===== config.mk =====
export PLATFORM = sky130hd
export DESIGN_NAME = char_lcd_nibble_write_sequencer
export DESIGN_NICKNAME = d
export VERILOG_FILES = /design/src/rtl/lcdn_pkg.sv /design/src/rtl/lcdn_hold_timer.sv /design/src/rtl/lcdn_sequencer.sv /design/src/rtl/char_lcd_nibble_write_sequencer.sv
export SDC_FILE = /design/constraint.sdc
export NUM_CORES = 1
export LEC_CHECK = 0
export ABC_AREA = 1
export BUFFER_PORTS_ARGS = -buffer_cell sky130_fd_sc_hd__buf_4
export CAP_MARGIN = 5
export CORE_MARGIN = 5
export CORE_UTILIZATION = 50
export DETAILED_ROUTE_END_ITERATION = 7
export GPL_TIMING_DRIVEN = 0
export PLACE_DENSITY = 0.71
export SKIP_LAST_GASP = 1
export SYNTH_ARGS = -nofsm -noshare
export SYNTH_HDL_FRONTEND = slang
export SYNTH_SLANG_ARGS = --single-unit
export TNS_END_PERCENT = 10

===== constraint.sdc =====
create_clock -name clk -period 3.87 [get_ports clk]
set_input_delay 0.774 -clock clk [delete_from_list [all_inputs] [get_ports clk]]
set_output_delay 0.774 -clock clk [all_outputs]
set_load 0.02 [all_outputs]

===== src/rtl/lcdn_pkg.sv =====
`default_nettype none

package lcdn_pkg;

    localparam int CPM_W  = 20;
    localparam int HOLD_W = 6;
    localparam int STEP_W = 5;

    localparam logic [CPM_W-1:0] CPM_RESET = 20'd8000;

    // Item kinds
    localparam logic [2:0] KIND_INSTR  = 3'd0;
    localparam logic [2:0] KIND_DATA   = 3'd1;
    localparam logic [2:0] KIND_CURSOR = 3'd2;
    localparam logic [2:0] KIND_CLEAR  = 3'd3;
    localparam logic [2:0] KIND_INIT   = 3'd4;

    // Set DDRAM address command and line base addresses
    localparam logic [7:0] CMD_SET_ADDR = 8'h80;
    localparam logic [7:0] LINE1_BASE   = 8'h00;
    localparam logic [7:0] LINE2_BASE   = 8'h40;
    localparam logic [7:0] LINE3_BASE   = 8'h14;
    localparam logic [7:0] LINE4_BASE   = 8'h54;

    // Init sequence bytes
    localparam logic [7:0] CMD_HOME     = 8'h02;
    localparam logic [7:0] CMD_FUNC_SET = 8'h28;
    localparam logic [7:0] CMD_DISP_ON  = 8'h0c;
    localparam logic [7:0] CMD_CLEAR    = 8'h01;
    localparam logic [7:0] CMD_ENTRY    = 8'h06;

    // Program entry points
    localparam logic [STEP_W-1:0] STEP_ITEM  = 5'd0;
    localparam logic [STEP_W-1:0] STEP_INIT  = 5'd4;
    localparam logic [STEP_W-1:0] STEP_CLEAR = 5'd17;

    typedef enum logic [1:0] {
        OP_NEXT,
        OP_END,
        OP_END_UNLESS_INIT
    } ucode_op_t;

    typedef enum logic [1:0] {
        SEQ_IDLE,
        SEQ_EMIT,
        SEQ_WAIT
    } seq_state_t;

    typedef struct packed {
        logic              use_item;    // 1: latched item byte, 0: const_byte
        logic [7:0]        const_byte;
        logic              hi_nib;
        logic              en;
        logic [HOLD_W-1:0] hold;
        ucode_op_t         op;
    } ucode_word_t;

    typedef struct packed {
        logic busy;
        logic emit;
        logic last;
    } seq_status_t;

    typedef struct packed {
        logic [2:0] kind;
        logic [7:0] value;
        logic [2:0] line;
        logic [7:0] cell_req;
    } lcd_item_t;

    typedef struct packed {
        logic              reg_select;
        logic [3:0]        bus_nibble;
        logic              enable;
        logic [HOLD_W-1:0] hold_ms;
        logic              last;
    } lcd_phase_t;

    function automatic ucode_word_t uw(input logic use_item, input logic [7:0] b,
                                       input logic hi, input logic en,
                                       input logic [HOLD_W-1:0] hold, input ucode_op_t op);
        ucode_word_t w;
        w.use_item   = use_item;
        w.const_byte = b;
        w.hi_nib     = hi;
        w.en         = en;
        w.hold       = hold;
        w.op         = op;
        return w;
    endfunction

    // Control program: four phases per byte (hi EN high, hi EN low, lo EN high, lo EN low).
    function automatic ucode_word_t ucode_rom(input logic [STEP_W-1:0] step);
        ucode_word_t w;
        case (step)
            5'd0:    w = uw(1'b1, 8'h00,        1'b1, 1'b1, 6'd1,  OP_NEXT);
            5'd1:    w = uw(1'b1, 8'h00,        1'b1, 1'b0, 6'd1,  OP_NEXT);
            5'd2:    w = uw(1'b1, 8'h00,        1'b0, 1'b1, 6'd1,  OP_NEXT);
            5'd3:    w = uw(1'b1, 8'h00,        1'b0, 1'b0, 6'd1,  OP_END);
            5'd4:    w = uw(1'b0, 8'h00,        1'b1, 1'b0, 6'd50, OP_NEXT);
            5'd5:    w = uw(1'b0, CMD_HOME,     1'b1, 1'b1, 6'd1,  OP_NEXT);
            5'd6:    w = uw(1'b0, CMD_HOME,     1'b1, 1'b0, 6'd1,  OP_NEXT);
            5'd7:    w = uw(1'b0, CMD_HOME,     1'b0, 1'b1, 6'd1,  OP_NEXT);
            5'd8:    w = uw(1'b0, CMD_HOME,     1'b0, 1'b0, 6'd1,  OP_NEXT);
            5'd9:    w = uw(1'b0, CMD_FUNC_SET, 1'b1, 1'b1, 6'd1,  OP_NEXT);
            5'd10:   w = uw(1'b0, CMD_FUNC_SET, 1'b1, 1'b0, 6'd1,  OP_NEXT);
            5'd11:   w = uw(1'b0, CMD_FUNC_SET, 1'b0, 1'b1, 6'd1,  OP_NEXT);
            5'd12:   w = uw(1'b0, CMD_FUNC_SET, 1'b0, 1'b0, 6'd1,  OP_NEXT);
            5'd13:   w = uw(1'b0, CMD_DISP_ON,  1'b1, 1'b1, 6'd1,  OP_NEXT);
            5'd14:   w = uw(1'b0, CMD_DISP_ON,  1'b1, 1'b0, 6'd1,  OP_NEXT);
            5'd15:   w = uw(1'b0, CMD_DISP_ON,  1'b0, 1'b1, 6'd1,  OP_NEXT);
            5'd16:   w = uw(1'b0, CMD_DISP_ON,  1'b0, 1'b0, 6'd1,  OP_NEXT);
            5'd17:   w = uw(1'b0, CMD_CLEAR,    1'b1, 1'b1, 6'd1,  OP_NEXT);
            5'd18:   w = uw(1'b0, CMD_CLEAR,    1'b1, 1'b0, 6'd1,  OP_NEXT);
            5'd19:   w = uw(1'b0, CMD_CLEAR,    1'b0, 1'b1, 6'd1,  OP_NEXT);
            5'd20:   w = uw(1'b0, CMD_CLEAR,    1'b0, 1'b0, 6'd2,  OP_END_UNLESS_INIT);
            5'd21:   w = uw(1'b0, CMD_ENTRY,    1'b1, 1'b1, 6'd1,  OP_NEXT);
            5'd22:   w = uw(1'b0, CMD_ENTRY,    1'b1, 1'b0, 6'd1,  OP_NEXT);
            5'd23:   w = uw(1'b0, CMD_ENTRY,    1'b0, 1'b1, 6'd1,  OP_NEXT);
            5'd24:   w = uw(1'b0, CMD_ENTRY,    1'b0, 1'b0, 6'd1,  OP_END);
            default: w = uw(1'b0, 8'h00,        1'b0, 1'b0, 6'd1,  OP_END);
        endcase
        return w;
    endfunction

endpackage

`default_nettype wire


===== src/rtl/lcdn_hold_timer.sv =====
`default_nettype none

module lcdn_hold_timer
    import lcdn_pkg::*;
(
    input  wire logic              clk,
    input  wire logic              rst_n,
    input  wire logic              load,
    input  wire logic [HOLD_W-1:0] hold,
    input  wire logic [CPM_W-1:0]  cpm,
    output logic                   done
);

    logic              active_reg, active_next;
    logic [HOLD_W-1:0] ms_left_reg, ms_left_next;
    logic [CPM_W-1:0]  cyc_reg, cyc_next;
    logic              ms_tick;
    logic              final_ms;

    // Millisecond tick when the cycle count reaches the programmed length.
    assign ms_tick  = ({1'b0, cyc_reg} + {{CPM_W{1'b0}}, 1'b1}) >= {1'b0, cpm};
    assign final_ms = (ms_left_reg <= HOLD_W'(1));
    assign done     = active_reg && ms_tick && final_ms;

    always_comb
    begin
        active_next  = active_reg;
        ms_left_next = ms_left_reg;
        cyc_next     = cyc_reg;
        if (load)
        begin
            active_next  = 1'b1;
            ms_left_next = hold;
            cyc_next     = '0;
        end
        else if (active_reg)
        begin
            if (ms_tick)
            begin
                cyc_next = '0;
                if (final_ms)
                    active_next = 1'b0;
                else
                    ms_left_next = ms_left_reg - HOLD_W'(1);
            end
            else
            begin
                cyc_next = cyc_reg + CPM_W'(1);
            end
        end
    end

    always_ff @(posedge clk or negedge rst_n)
    begin
        if (!rst_n)
        begin
            active_reg <= 1'b0;
        end
        else
        begin
            active_reg <= active_next;
        end
    end

    always_ff @(posedge clk)
    begin
        ms_left_reg <= ms_left_next;
        cyc_reg     <= cyc_next;
    end

endmodule

`default_nettype wire


===== src/rtl/lcdn_sequencer.sv =====
`default_nettype none

module lcdn_sequencer
    import lcdn_pkg::*;
(
    input  wire logic        clk,
    input  wire logic        rst_n,
    input  wire logic        go,
    input  wire logic [2:0]  kind,
    input  wire logic        phase_done,
    output ucode_word_t      ctrl,
    output seq_status_t      status
);

    seq_state_t        state_reg, state_next;
    logic [STEP_W-1:0] step_reg, step_next;
    logic              init_reg, init_next;
    logic              finish;
    logic [STEP_W-1:0] entry;

    assign ctrl = ucode_rom(step_reg);

    // Conditional end: the clear routine continues into the entry-mode byte during init.
    always_comb
    begin
        case (ctrl.op)
            OP_END:             finish = 1'b1;
            OP_END_UNLESS_INIT: finish = !init_reg;
            default:            finish = 1'b0;
        endcase
    end

    always_comb
    begin
        if (kind == KIND_INIT)
            entry = STEP_INIT;
        else if (kind == KIND_CLEAR)
            entry = STEP_CLEAR;
        else
            entry = STEP_ITEM;
    end

    // Next state
    always_comb
    begin
        state_next = state_reg;
        step_next  = step_reg;
        init_next  = init_reg;
        case (state_reg)
            SEQ_IDLE:
            begin
                if (go)
                begin
                    state_next = SEQ_EMIT;
                    step_next  = entry;
                    init_next  = (kind == KIND_INIT);
                end
            end
            SEQ_EMIT:
            begin
                state_next = SEQ_WAIT;
            end
            SEQ_WAIT:
            begin
                if (phase_done)
                begin
                    if (finish)
                    begin
                        state_next = SEQ_IDLE;
                    end
                    else
                    begin
                        state_next = SEQ_EMIT;
                        step_next  = step_reg + STEP_W'(1);
                    end
                end
            end
            default:
            begin
                state_next = SEQ_IDLE;
            end
        endcase
    end

    // Outputs
    always_comb
    begin
        status.busy = (state_reg != SEQ_IDLE);
        status.emit = (state_reg == SEQ_EMIT);
        status.last = finish;
    end

    always_ff @(posedge clk or negedge rst_n)
    begin
        if (!rst_n)
        begin
            state_reg <= SEQ_IDLE;
            step_reg  <= '0;
            init_reg  <= 1'b0;
        end
        else
        begin
            state_reg <= state_next;
            step_reg  <= step_next;
            init_reg  <= init_next;
        end
    end

endmodule

`default_nettype wire


===== src/rtl/char_lcd_nibble_write_sequencer.sv =====
`default_nettype none

// Character LCD write sequencer for a 4-bit HD44780-style bus. Pulse start while
// busy is low to hand over one item: an instruction byte, a data byte, a cursor
// move (line 1 to 4 plus column), a clear or the power-up init. The block then
// walks a small control program and reports every pin phase as one result on
// the result port, marked by a single-cycle strobe at the moment the pins take
// that state; the receiver cannot stall, so sample every strobe. Each byte goes
// out as four phases (high nibble EN high, EN low, low nibble EN high, EN low),
// each held hold_ms milliseconds, with last set on the item's final phase. A
// cursor move to an invalid line and an unknown kind are taken but produce no
// result. Each phase is counted by the millisecond hold timer, so a byte item
// takes about 4 ms, a clear 5 ms and an init 71 ms; busy stays high for that
// whole time. cfg_data written with cfg_we sets cycles_per_millisecond (reset
// 8000); write it only while idle.
module char_lcd_nibble_write_sequencer
    import lcdn_pkg::*;
(
    input  wire logic             clk,
    input  wire logic             rst_n,
    input  wire logic             start,
    output logic                  busy,
    input  wire lcd_item_t        item,
    output logic                  strobe,
    output lcd_phase_t            result,
    input  wire logic             cfg_we,
    input  wire logic [CPM_W-1:0] cfg_data
);

    logic [CPM_W-1:0] cpm_reg;
    logic [7:0]       byte_reg, byte_next;
    logic             rs_reg, rs_next;
    lcd_phase_t       result_reg, result_next;
    logic             strobe_reg;

    ucode_word_t      ctrl;
    seq_status_t      status;
    logic             phase_done;
    logic             accept;
    logic             item_ok;
    logic [7:0]       line_base;
    logic             line_ok;
    logic [7:0]       src_byte;

    assign accept = start && !status.busy;
    assign busy   = status.busy;
    assign strobe = strobe_reg;
    assign result = result_reg;

    // Line base address for the cursor move; lines outside 1..4 are dropped.
    always_comb
    begin
        line_ok   = 1'b1;
        line_base = LINE1_BASE;
        case (item.line)
            3'd1:    line_base = LINE1_BASE;
            3'd2:    line_base = LINE2_BASE;
            3'd3:    line_base = LINE3_BASE;
            3'd4:    line_base = LINE4_BASE;
            default: line_ok   = 1'b0;
        endcase
    end

    // Latch the byte and RS level that the item-byte routine sends.
    always_comb
    begin
        item_ok   = 1'b0;
        byte_next = byte_reg;
        rs_next   = rs_reg;
        if (item.kind inside {KIND_INSTR, KIND_DATA})
        begin
            item_ok   = 1'b1;
            byte_next = item.value;
            rs_next   = (item.kind == KIND_DATA);
        end
        else if (item.kind == KIND_CURSOR)
        begin
            item_ok   = line_ok;
            byte_next = CMD_SET_ADDR + line_base + item.cell_req;
            rs_next   = 1'b0;
        end
        else if (item.kind inside {KIND_CLEAR, KIND_INIT})
        begin
            item_ok = 1'b1;
            rs_next = 1'b0;
        end
    end

    lcdn_sequencer u_seq (
        .clk        (clk),
        .rst_n      (rst_n),
        .go         (accept && item_ok),
        .kind       (item.kind),
        .phase_done (phase_done),
        .ctrl       (ctrl),
        .status     (status)
    );

    lcdn_hold_timer u_timer (
        .clk   (clk),
        .rst_n (rst_n),
        .load  (status.emit),
        .hold  (ctrl.hold),
        .cpm   (cpm_reg),
        .done  (phase_done)
    );

    // Datapath: pick the byte source and nibble the control word asks for.
    assign src_byte = ctrl.use_item ? byte_reg : ctrl.const_byte;

    always_comb
    begin
        result_next            = result_reg;
        if (status.emit)
        begin
            result_next.reg_select = rs_reg;
            result_next.bus_nibble = ctrl.hi_nib ? src_byte[7:4] : src_byte[3:0];
            result_next.enable     = ctrl.en;
            result_next.hold_ms    = ctrl.hold;
            result_next.last       = status.last;
        end
    end

    always_ff @(posedge clk or negedge rst_n)
    begin
        if (!rst_n)
        begin
            cpm_reg    <= CPM_RESET;
            strobe_reg <= 1'b0;
        end
        else
        begin
            if (cfg_we)
                cpm_reg <= cfg_data;
            strobe_reg <= status.emit;
        end
    end

    always_ff @(posedge clk)
    begin
        result_reg <= result_next;
        if (accept)
        begin
            byte_reg <= byte_next;
            rs_reg   <= rs_next;
        end
    end

endmodule

`default_nettype wire


## Word level (Yosys, flattened, before mapping)

Memories as Yosys holds them, arrays and structs flattened.
Cells that the tools add are included.

- Bits in read-only memories: 448
- Output and inout port bits: 15
- Memory bits (writable): 0
- Memories kept: 1
- Bits in latches: 0
- Flip-flop bits (word level): 78

Memory list:

| name | words | bits a word | rd ports | clocked after memory_dff | wr ports | RTL line | source |
|---|---|---|---|---|---|---|---|
| (no name shown) | 32 | 14 | 1 | 0 | 0 | lcdn_pkg.sv:95 | `case (step)` |

- Div/mod/pow operators: 0
- Multipliers: 0
- $lt $le $gt $ge: 2
- Bitwise logic cells: 0
- Add/sub/neg operators: 6
- Multiplexer cells: 32
- Eq/ne operators: 16
- Shift-type cells: 0
- Reductions and logical operators: 23

Operators with widths:

| kind | number |
|---|---|
| 5-bit 2-to-1 mux | 5 |
| 6-bit 2-to-1 mux | 4 |
| 8-bit 2-to-1 mux | 3 |
| 20-bit by 1-bit adder with 21-bit output, second input constant | 1 |
| 21-bit by 20-bit greater-or-equal comparator with 1-bit output | 1 |
| 7-bit case mux with 3 select lines | 1 |
| 20-bit by 1-bit adder with 20-bit output, second input constant | 1 |
| 20-bit 2-to-1 mux | 1 |
| 2-bit nonzero test | 7 |
| 3-bit by 2-bit equality test with 1-bit output, second input constant | 4 |
| 1-bit 2-to-1 mux | 12 |
| 5-bit case mux with 2 select lines | 1 |
| 8-bit adder | 1 |
| 8-bit adder, first input constant | 1 |
| 2-bit AND reduction | 4 |
| 3-bit by 1-bit equality test with 1-bit output, second input constant | 2 |
| 3-bit equality test, second input constant | 2 |
| 6-bit by 1-bit less-or-equal comparator with 1-bit output, second input constant | 1 |
| 2-bit case mux with 3 select lines | 1 |
| 6-bit by 1-bit subtractor with 6-bit output, second input constant | 1 |
| 5-bit by 1-bit adder with 5-bit output, second input constant | 1 |
| 2-bit by 1-bit equality test with 1-bit output, second input constant | 2 |
| 2-bit equality test, second input constant | 2 |
| 1-bit logical AND | 4 |
| 12 further kinds | 16 |

## Logic depth before layout (Yosys ltp)

Gate-level depths: netlist (run 1).

- Depth after elaboration: 8
- Gate-level depth with buffers: 24

## Hierarchy

Synthesis (run 1) repeated with hierarchy kept, for this count alone.

- Cells, all modules: 623
- Area, all modules: 4,999.8 sq um

By module, submodules not included:

| module | cells each | area each (sq um) | instances | seq. area each (sq um) |
|---|---|---|---|---|
| lcdn_hold_timer | 342 | 2,270.9 | 1 | 605.6 |
| char_lcd_nibble_write_sequencer | 166 | 1,948.1 | 1 | 1,193.6 |
| lcdn_sequencer | 115 | 780.7 | 1 | 200.2 |

## Worst setup path after synthesis (run 1)

Ideal clock, no wire load.

- Path type: register -> register
- From: register u_timer.cyc_reg[0]
- To: register u_timer.ms_left_reg[0], enable pin
- Stages on the path, launching flop included: 19
- Setup time: 377 ps
- Path buffers: 0
- Clock period less this slack: 3,039 ps
- Path slack: 831 ps
- Data arrival time: 2,662 ps
- Path through: dfxtp_1 ha_1 nand3_2 inv_1 nand3_2 or2_4 xor2_1 inv_1 ha_1 nand2_1 nor2_1 nand2_1 nor2_1 nand2_1 nand2_1 nand2_1 nand3_2 nand2_1 o21ai_0

- Cells in the longest elaborated chain, start to end: 4

RTL lines:

| item | RTL line | source |
|---|---|---|
| start: declaration | lcdn_hold_timer.sv:16 | `logic [CPM_W-1:0] cyc_reg, cyc_next;` |
| start signal: assignment | lcdn_hold_timer.sv:68 | `cyc_reg <= cyc_next;` |
| 20-bit by 1-bit adder with 21-bit output | lcdn_hold_timer.sv:21 | `assign ms_tick = ({1'b0, cyc_reg} + {{CPM_W{1'b0}}, 1'b1}) >= {1'b0, cpm};` |
| 21-bit by 20-bit greater-or-equal comparator with 1-bit output | lcdn_hold_timer.sv:21 |  |
| 2-bit nonzero test (no source line) | - |  |
| 3-bit AND reduction (no source line) | - |  |
| end signal: assignment | lcdn_hold_timer.sv:67 | `ms_left_reg <= ms_left_next;` |
| end: declaration | lcdn_hold_timer.sv:15 | `logic [HOLD_W-1:0] ms_left_reg, ms_left_next;` |

No other way between the ends.
A chain may end at the register's enable or synchronous reset.

## Worst setup path after layout (run 1)

- From: register u_timer.cyc_reg[0]
- To: register u_timer.ms_left_reg[4], enable pin

Same word-level chain as after synthesis.

==> summary.txt, run 1 <==
Hold path
  – Worst Hold Class: primary input to asynchronous set/reset pin

Routing
  – Drt first pass iters: 5
  – Vias/cell: just over 5
  – Remaining antenna violation count: 0
  – 1st-iter DRT viols: 188
  – DRC Markers: 0
  – Vias: 3,925
  – WL final: 9850 µm
  – Drt wl/cell: 12.8 µm

Critical path
  – Worst setup EP type: flip-flop
  – CP arrival: around 3.4 ns
  – Flop-to-flop setup slack: 0.45 ns
  – Worst EP required: 3.88 ns
  – Worst flop-to-flop path startpoint: u_timer.cyc_reg[0]$_SDFFE_PP0P_
  – FF-to-FF End: u_timer.ms_left_reg[4]$_DFFE_PP_
  – R2r worst-path depth: 18
  – Crit-path max FO: 6
  – Critical path origin: u_timer.cyc_reg[0]$_SDFFE_PP0P_
  – Critical Path Start Type: flip-flop
  – CP Class: flip-flop to flip-flop
  – CP endpoint: u_timer.ms_left_reg[4]$_DFFE_PP_

Logic synthesis
  – Yosys warning count: 0
  – EDFF count, synth: 25
  – Most common cell in the netlist: nand2_1
  – Proportion of synthesized area in mux cells: 0.464%
  – Commonest cells post-synth: nand2_1 (156), inv_1 (90), nor2_1 (44)
  – Synth Area in Simple Gates: a little under a quarter
  – Area share of the largest cell type after synthesis: between 15 and 20%
  – Area contributors post-synth: edfxtp_1 (16%), dfrtp_1 (13%), nand2_1 (13%), ha_1 (9.8%), dfxtp_1 (8.7%)
  – Yosys cell types: 42
  – Prevailing post-synth register cell: edfxtp_1
  – Synth area leader: edfxtp_1
  – Asr flop ratio synth: 40.0%
  – Mean Syn Cell Area: 7.81 µm²
  – Post-Synth Adder-Cell Area: 9.82%
  – Largest family of logic cells by synthesized area: simple AND/OR/NAND/NOR gates
  – Synthesized cell area: around 0.0046 mm²
  – Post-synthesis compound-gate area fraction: between 10% and 20%
  – Post-Syn Instances: 587
  – Sequential area share after synthesis: between 40% and 50%
  – Synth Area in XOR/XNOR: between 3 and 4%
  – #FFs+latches synth: 75

Final layout
  – Register area: 0.00191 mm²
  – Antenna diodes: 0
  – Multi-input gate area: 0.00227 mm²
  – Net count, final: 738
  – Fill count: 813
  – Area delta synth->final: 16.9%
  – Post-route cell area: ~0.0054 mm²
  – Share of layout cells above drive strength 1: 15.9%

Timing
  – Worst-Margin Slew: 1.12 ns
  – Post-route clock period utilization: 88.3%
  – Max-slew violations: 0
  – Relative slew slack: 25.1%
  – Worst Skew: 0.0139 ns
  – Sum Neg Setup Slack: 0 ns
  – Fmax: 293 MHz
  – RSZ-0062 raised after global routing: false
  – Minimum clock period after layout: 3.42 ns
  – Final setup vio count: 0
  – Fin. Hold Viols: 0

Power
  – Net Switching: 0.000987 W
  – Power Internal: about 0.0017 W
  – VDD IR max: 0.271 mV
  – Power density cells: 493 mW/mm²
  – Total power: roughly 0.0026 W
  – Switching portion of total power: 37.3%
  – Sequential share of power: 41.3%
  – Clock network fraction of total power: 23.4%
  – Pleak: 2.63 nW
  – Combinational power share: a little over a third

Clock network
  – Cts-stage hold buffer count: 0
  – Root Driver: clkbuf_8
  – Total CTS buffers: 9
  – Clock Latency Late Sink: roughly 0.35 ns
  – Worst-path clk slew: 0.08 ns
  – TritonCTS clock tree: built
  – Clk sinks: 75
  – H-tree depth: 3
  – Max Root-Sink Buffers: 2
  – Post-CTS setup buffer count: 0

Floorplanning
  – Rows: 35
  – I/O pin count: slightly above 60
  – Initial Util: 50.4%
  – Chip width: 106 µm
  – Chip height: between 100 and 150 µm
  – Die area: around 0.011 mm²
  – Core area: 0.00911 mm²

Placement
  – Dpl hpwl: 7690 µm
  – RePlAce Congestion: approximately 0.87
  – Buffers on Ports: 57
  – Area after DPL: 0.00516 mm²

Status
  – Status: finished, final reports clean

Flow run
  – Max-cap violation count: 0

GRT
  – Initial antenna violation count: 0
  – Total GRT Usage: 18.3%
  – Largest net degree at the start of global routing: 31
  – Number of global-route vias before repair: between 3,000 and 4,000
  – First-pass GRT wire length: 17,000 µm
  – Grt total ovfl: 0
==> stage by stage <==
| step | cells | hold WS [ns] | utilization, % | setup slack, ns |
|---|---|---|---|---|
| 2_1_floorplan | 588 | 0.400 | - | 0.831 |
| 3_3_place_gp | 756 | 0.428 | 56.6 | 0.169 |
| 3_5_place_dp | 756 | 0.420 | 56.6 | 0.0179 |
| 6_report | 772 | 0.346 | 58.9 | 0.453 |
| 5_1_grt | 772 | 0.379 | 58.9 | 0.128 |
| 4_1_cts | 772 | 0.352 | 58.8 | 0.255 |
==> cells by family after synthesis <==
family | Yosys count
simple gates | 250
buf+inv | 108
compound gates | 98
flops | 75
fa+ha+maj | 36
xor+xnor | 17
mux | 2
other cells | 1
==> routing by layer <==
layer / vias up / global-route usage (%) / wire [µm]
met5: - / 0 / 0
met4: 0 / 5.55 / 95
met3: 7 / 2.51 / 375
met2: 83 / 30.2 / 4580
met1: 1802 / 24.8 / 4800
li1: 2033 / - / -
==> worst min path at each step <==
stage | startpoint | end | slack, ns | cells after the start
after floorplan | rs_reg$_SDFFCE_PN0P_ | result[12]$_DFFE_PP_ | 0.40 | 0
after global placement | rs_reg$_SDFFCE_PN0P_ | result[12]$_DFFE_PP_ | 0.43 | 0
after detailed placement | rs_reg$_SDFFCE_PN0P_ | result[12]$_DFFE_PP_ | 0.42 | 0
after CTS | rst_n | cpm_reg[3]$_DFFE_PN0P_ | 0.35 | 1
after global routing | rst_n | cpm_reg[4]$_DFFE_PN0P_ | 0.38 | 1
final | rst_n | cpm_reg[3]$_DFFE_PN0P_ | 0.35 | 1
==> power by group through the flow <==
stage               combinational, W  sequential (W)  clock, W
floorplan                   0.000610         0.00113         0
global placement            0.000900         0.00110         0
detailed placement          0.000931         0.00111         0
CTS                         0.000936         0.00109  0.000621
global route                 0.00107         0.00111  0.000660
finish                      0.000933         0.00109  0.000618
==> worst max-delay path, stage by stage (launching register included) <==
cell,delay [ns]
dfxtp_1,0.43
inv_1,0.12
nor3_4,0.34
inv_1,0.10
nor2_1,0.18
nand4_1,0.14
xor2_1,0.27
inv_1,0.08
ha_1,0.28
nand2_1,0.06
nor2_1,0.15
nand2_1,0.07
nor2_1,0.08
nand2_1,0.08
nand2_1,0.07
nand2_1,0.06
nand3_2,0.13
nand2_1,0.11
o21ai_2,0.34
==> timing repair <==
action,in CTS,in global routing
gates cloned,0,0
endpoints found under the setup margin,2,6
gates resized for setup,1,1
==> final cells by class <==
cell class | count | area share [%]
plain buffers | 15 | 1.31
repair buffers | 57 | 7.98
multi-input cells | 405 | 42.2
flip-flops and latches | 75 | 35.6
well taps | 111 | 2.59
inverters | 93 | 6.51
clock buffers | 10 | 2.57
clock inverters | 6 | 1.21
==> layout by cell type, fill, tap and decap left out, types with 3 or more instances in the layout <==
cell type and instances:
nand2_1 156, inv_1 90, buf_4 60, nor2_1 44, o21ai_0 40, ha_1 36
a21oi_1 35, edfxtp_1 25, dfrtp_1 24, dfxtp_1 20, nand3_1 17, nor3_1 10
clkbuf_8 10, xor2_1 9, clkbuf_1 9, nand4_1 7, xnor2_1 7, dfstp_2 6
o21bai_1 4, o31ai_1 4, a211oi_1 4, inv_2 3, nand3_2 3, nand2_2 3
Note: power is estimated with default switching activity, not from simulation.
==> inputs of run 2 (changes only) <==
Settings changed: ABC_AREA 1 to not set, TNS_END_PERCENT 10 to 5.
==> summary.txt, run 2 <==
Status
  – Status: finished, final reports clean

Logic synthesis
  – Yosys warning count: 0
  – Synth area leader: edfxtp_1
  – Synthesized cell area: 0.00449 mm²
  – Most common cell in the netlist: nand2_1
  – Commonest cells post-synth: nand2_1 (66), o21ai_0 (41), nor2_1 (38)
  – Yosys cell types: 56
  – #FFs+latches synth: 75
  – Sequential area share after synthesis: between 40% and 50%
  – Mean Syn Cell Area: 9.15 µm²
  – Area share of the largest cell type after synthesis: 16.7%
  – Post-Syn Instances: 491
  – Area contributors post-synth: edfxtp_1 (17%), dfrtp_1 (13%), ha_1 (10%), dfxtp_1 (8.9%), nand2_1 (5.5%)
  – Asr flop ratio synth: between 40% and 50%
  – Prevailing post-synth register cell: edfxtp_1
  – EDFF count, synth: 25

Hold path
  – Worst Hold Class: primary input to asynchronous set/reset pin

Placement
  – Placed instance count: 656
  – Area after DPL: 0.00505 mm²
  – RePlAce Congestion: 0.862
  – Buffers on Ports: 56
  – Dpl hpwl: 7400 µm

Routing
  – Remaining antenna violation count: 0
  – Vias/cell: between 5 and 6
  – Vias: 3,627
  – Drt first pass iters: 4
  – Drt wl/cell: about 15 µm
  – DRC Markers: 0
  – 1st-iter DRT viols: 132
  – WL final: 9770 µm

Timing
  – Minimum clock period after layout: 3.71 ns
  – Final setup vio count: 0
  – RSZ-0062 raised after global routing: false
  – Fin. Hold Viols: 0
  – Worst-Margin Slew: ~1.1 ns
  – Max-slew violations: 0
  – Worst hold slack: between 0.3 and 0.4 ns
  – Post-route clock period utilization: 95.8%
  – Relative slew slack: 24.9%
  – Worst Skew: 0.0110 ns
  – Fmax: between 200 and 300 MHz

Critical path
  – Flop-to-flop setup slack: 0.16 ns
  – Critical path origin: u_timer.cyc_reg[0]$_SDFFE_PP0P_
  – Worst flop-to-flop path startpoint: u_timer.cyc_reg[0]$_SDFFE_PP0P_
  – FF-to-FF End: u_timer.ms_left_reg[4]$_DFFE_PP_
  – CP Class: flip-flop to flip-flop
  – Worst EP required: 3.95 ns
  – Worst setup EP type: flip-flop
  – Critical Path Start Type: flip-flop
  – Crit-path max FO: 10
  – R2r worst-path depth: 14
  – CP endpoint: u_timer.ms_left_reg[4]$_DFFE_PP_
  – CP arrival: 3.78 ns

Floorplanning
  – Die area: ~0.011 mm²
  – Chip width: ~100 µm
  – I/O pin count: 61
  – Chip height: 105 µm
  – Core area: 0.00872 mm²
  – Rows: 34
  – Initial Util: 51.5%

Final layout
  – Area delta synth->final: 19.9%
  – Post-route cell area: about 0.0054 mm²
  – Fill count: approximately 750
  – Most frequent cells in the layout: nand2_1 (66), buf_4 (60), o21ai_0 (40)
  – Share of layout cells above drive strength 1: 21.6%
  – Final core occ: 61.8%
  – Antenna diodes: 0
  – Commonest non-fill, non-tap cell in the layout: nand2_1
  – Net count, final: 642
  – Non-Filler Instances: 673

Power
  – Power density cells: 497 mW/mm²
  – Total power: 0.00268 W
  – Pleak: 2.43 nW
  – VDD IR max: 0.196 mV

Clock network
  – Clk sinks: between 70 and 80
  – Root Driver: clkbuf_8
  – Worst-path clk slew: 0.08 ns
  – Max Root-Sink Buffers: 2
  – H-tree depth: 3
  – Clock Latency Late Sink: ~0.35 ns
  – Total CTS buffers: 9
  – TritonCTS clock tree: built
  – Cts-stage hold buffer count: 0

GRT
  – Initial antenna violation count: 0
  – Number of global-route vias before repair: about 3,700
  – First-pass GRT wire length: roughly 17,000 µm
  – Total GRT Usage: between 10% and 20%
  – Grt total ovfl: 0
  – Largest net degree at the start of global routing: 31

Flow run
  – Max-cap violation count: 0
-- run 2: cell count changes in the layout (fill, tap and decap cells not counted), moves of 5 or more --
cell / before / now
xor2_1: 9 / 23
nand2b_1: 0 / 6
and3_1: 0 / 6
nor2_1: 44 / 37
clkbuf_1: 9 / 14
a21oi_1: 35 / 16
inv_1: 90 / 35
nand2_1: 156 / 66
xnor2_1: 7 / 17
mux2_2: 1 / 9
-- run 2: cell type report --
type | count | area [µm²] | share of cell area [%]
flip-flops and latches | 75 | 1910 | 35.5
repair buffers | 58 | 448 | 8.31
inverters | 37 | 139 | 2.58
plain buffers | 24 | 111 | 2.07
clock buffers | 12 | 155 | 2.88
clock inverters | 4 | 71.3 | 1.32
well taps | 108 | 135 | 2.51
multi-input cells | 355 | 2420 | 44.8
-- run 2: kinds of logic after synthesis --
logic type      share of synthesized area (%)
simple gates                             19.9
xor+xnor                                 7.79
compound gates                           11.0
other cells                            0.0834
buf+inv                                  5.54
flops                                    42.5
fa+ha+maj                                10.0
mux                                      3.15
-- run 2: how the worst min path moves through the flow --
stage | startpoint | end | slack (ns)
4_1_cts | rst_n | u_seq.step_reg[0]$_DFFE_PN0P_ | 0.35
5_1_grt | rst_n | u_seq.step_reg[3]$_DFFE_PN0P_ | 0.36
2_1_floorplan | rs_reg$_SDFFCE_PN0P_ | result[12]$_DFFE_PP_ | 0.40
3_3_place_gp | rs_reg$_SDFFCE_PN0P_ | result[12]$_DFFE_PP_ | 0.42
3_5_place_dp | rs_reg$_SDFFCE_PN0P_ | result[12]$_DFFE_PP_ | 0.41
6_report | rst_n | u_seq.step_reg[0]$_DFFE_PN0P_ | 0.35
-- run 2: critical path: stages, from the launching register on --
cell and delay [ns]:
dfxtp_2 0.39, ha_2 0.24, and3_1 0.19, and3_1 0.24, nand3_2 0.15, nor2_1 0.15, xnor2_1 0.13, ha_1 0.32
nand4_1 0.14, or4_4 0.58, o32ai_4 0.16, nor2_4 0.09, clkbuf_4 0.21, o31ai_4 0.28, buf_12 0.16
-- run 2: repair_timing --
item                                    4_1_cts  5_1_grt
pin swaps                                     1        3
endpoints found under the setup margin       26       28
setup buffers                                 1        1
cloned                                        0        0
resized for setup                            12       12
-- run 2: metrics by stage --
stage | TNS, ns | worst slack (ns)
floorplan | 0 | 0.0344
global placement | -6.60 | -0.641
detailed placement | -8.17 | -0.772
CTS | 0 | 0.00233
global route | 0 | 0.0151
finish | 0 | 0.162
-- run 2: power breakdown --
part	internal (W)	switching, W
clock network	0.000398	0.000292
logic	0.000385	0.000541
registers	0.000979	0.0000830
total	0.00176	0.000916
-- run 2: routing by layer --
layer / vias to the layer above / global-route usage, % / part of all wire, %
met1: 1704 / 23.4 / 44
met2: 88 / 31.0 / 49
met4: 0 / 6.39 / 1.6
li1: 1821 / - / -
met5: - / 0 / 0
met3: 14 / 4.19 / 5.4
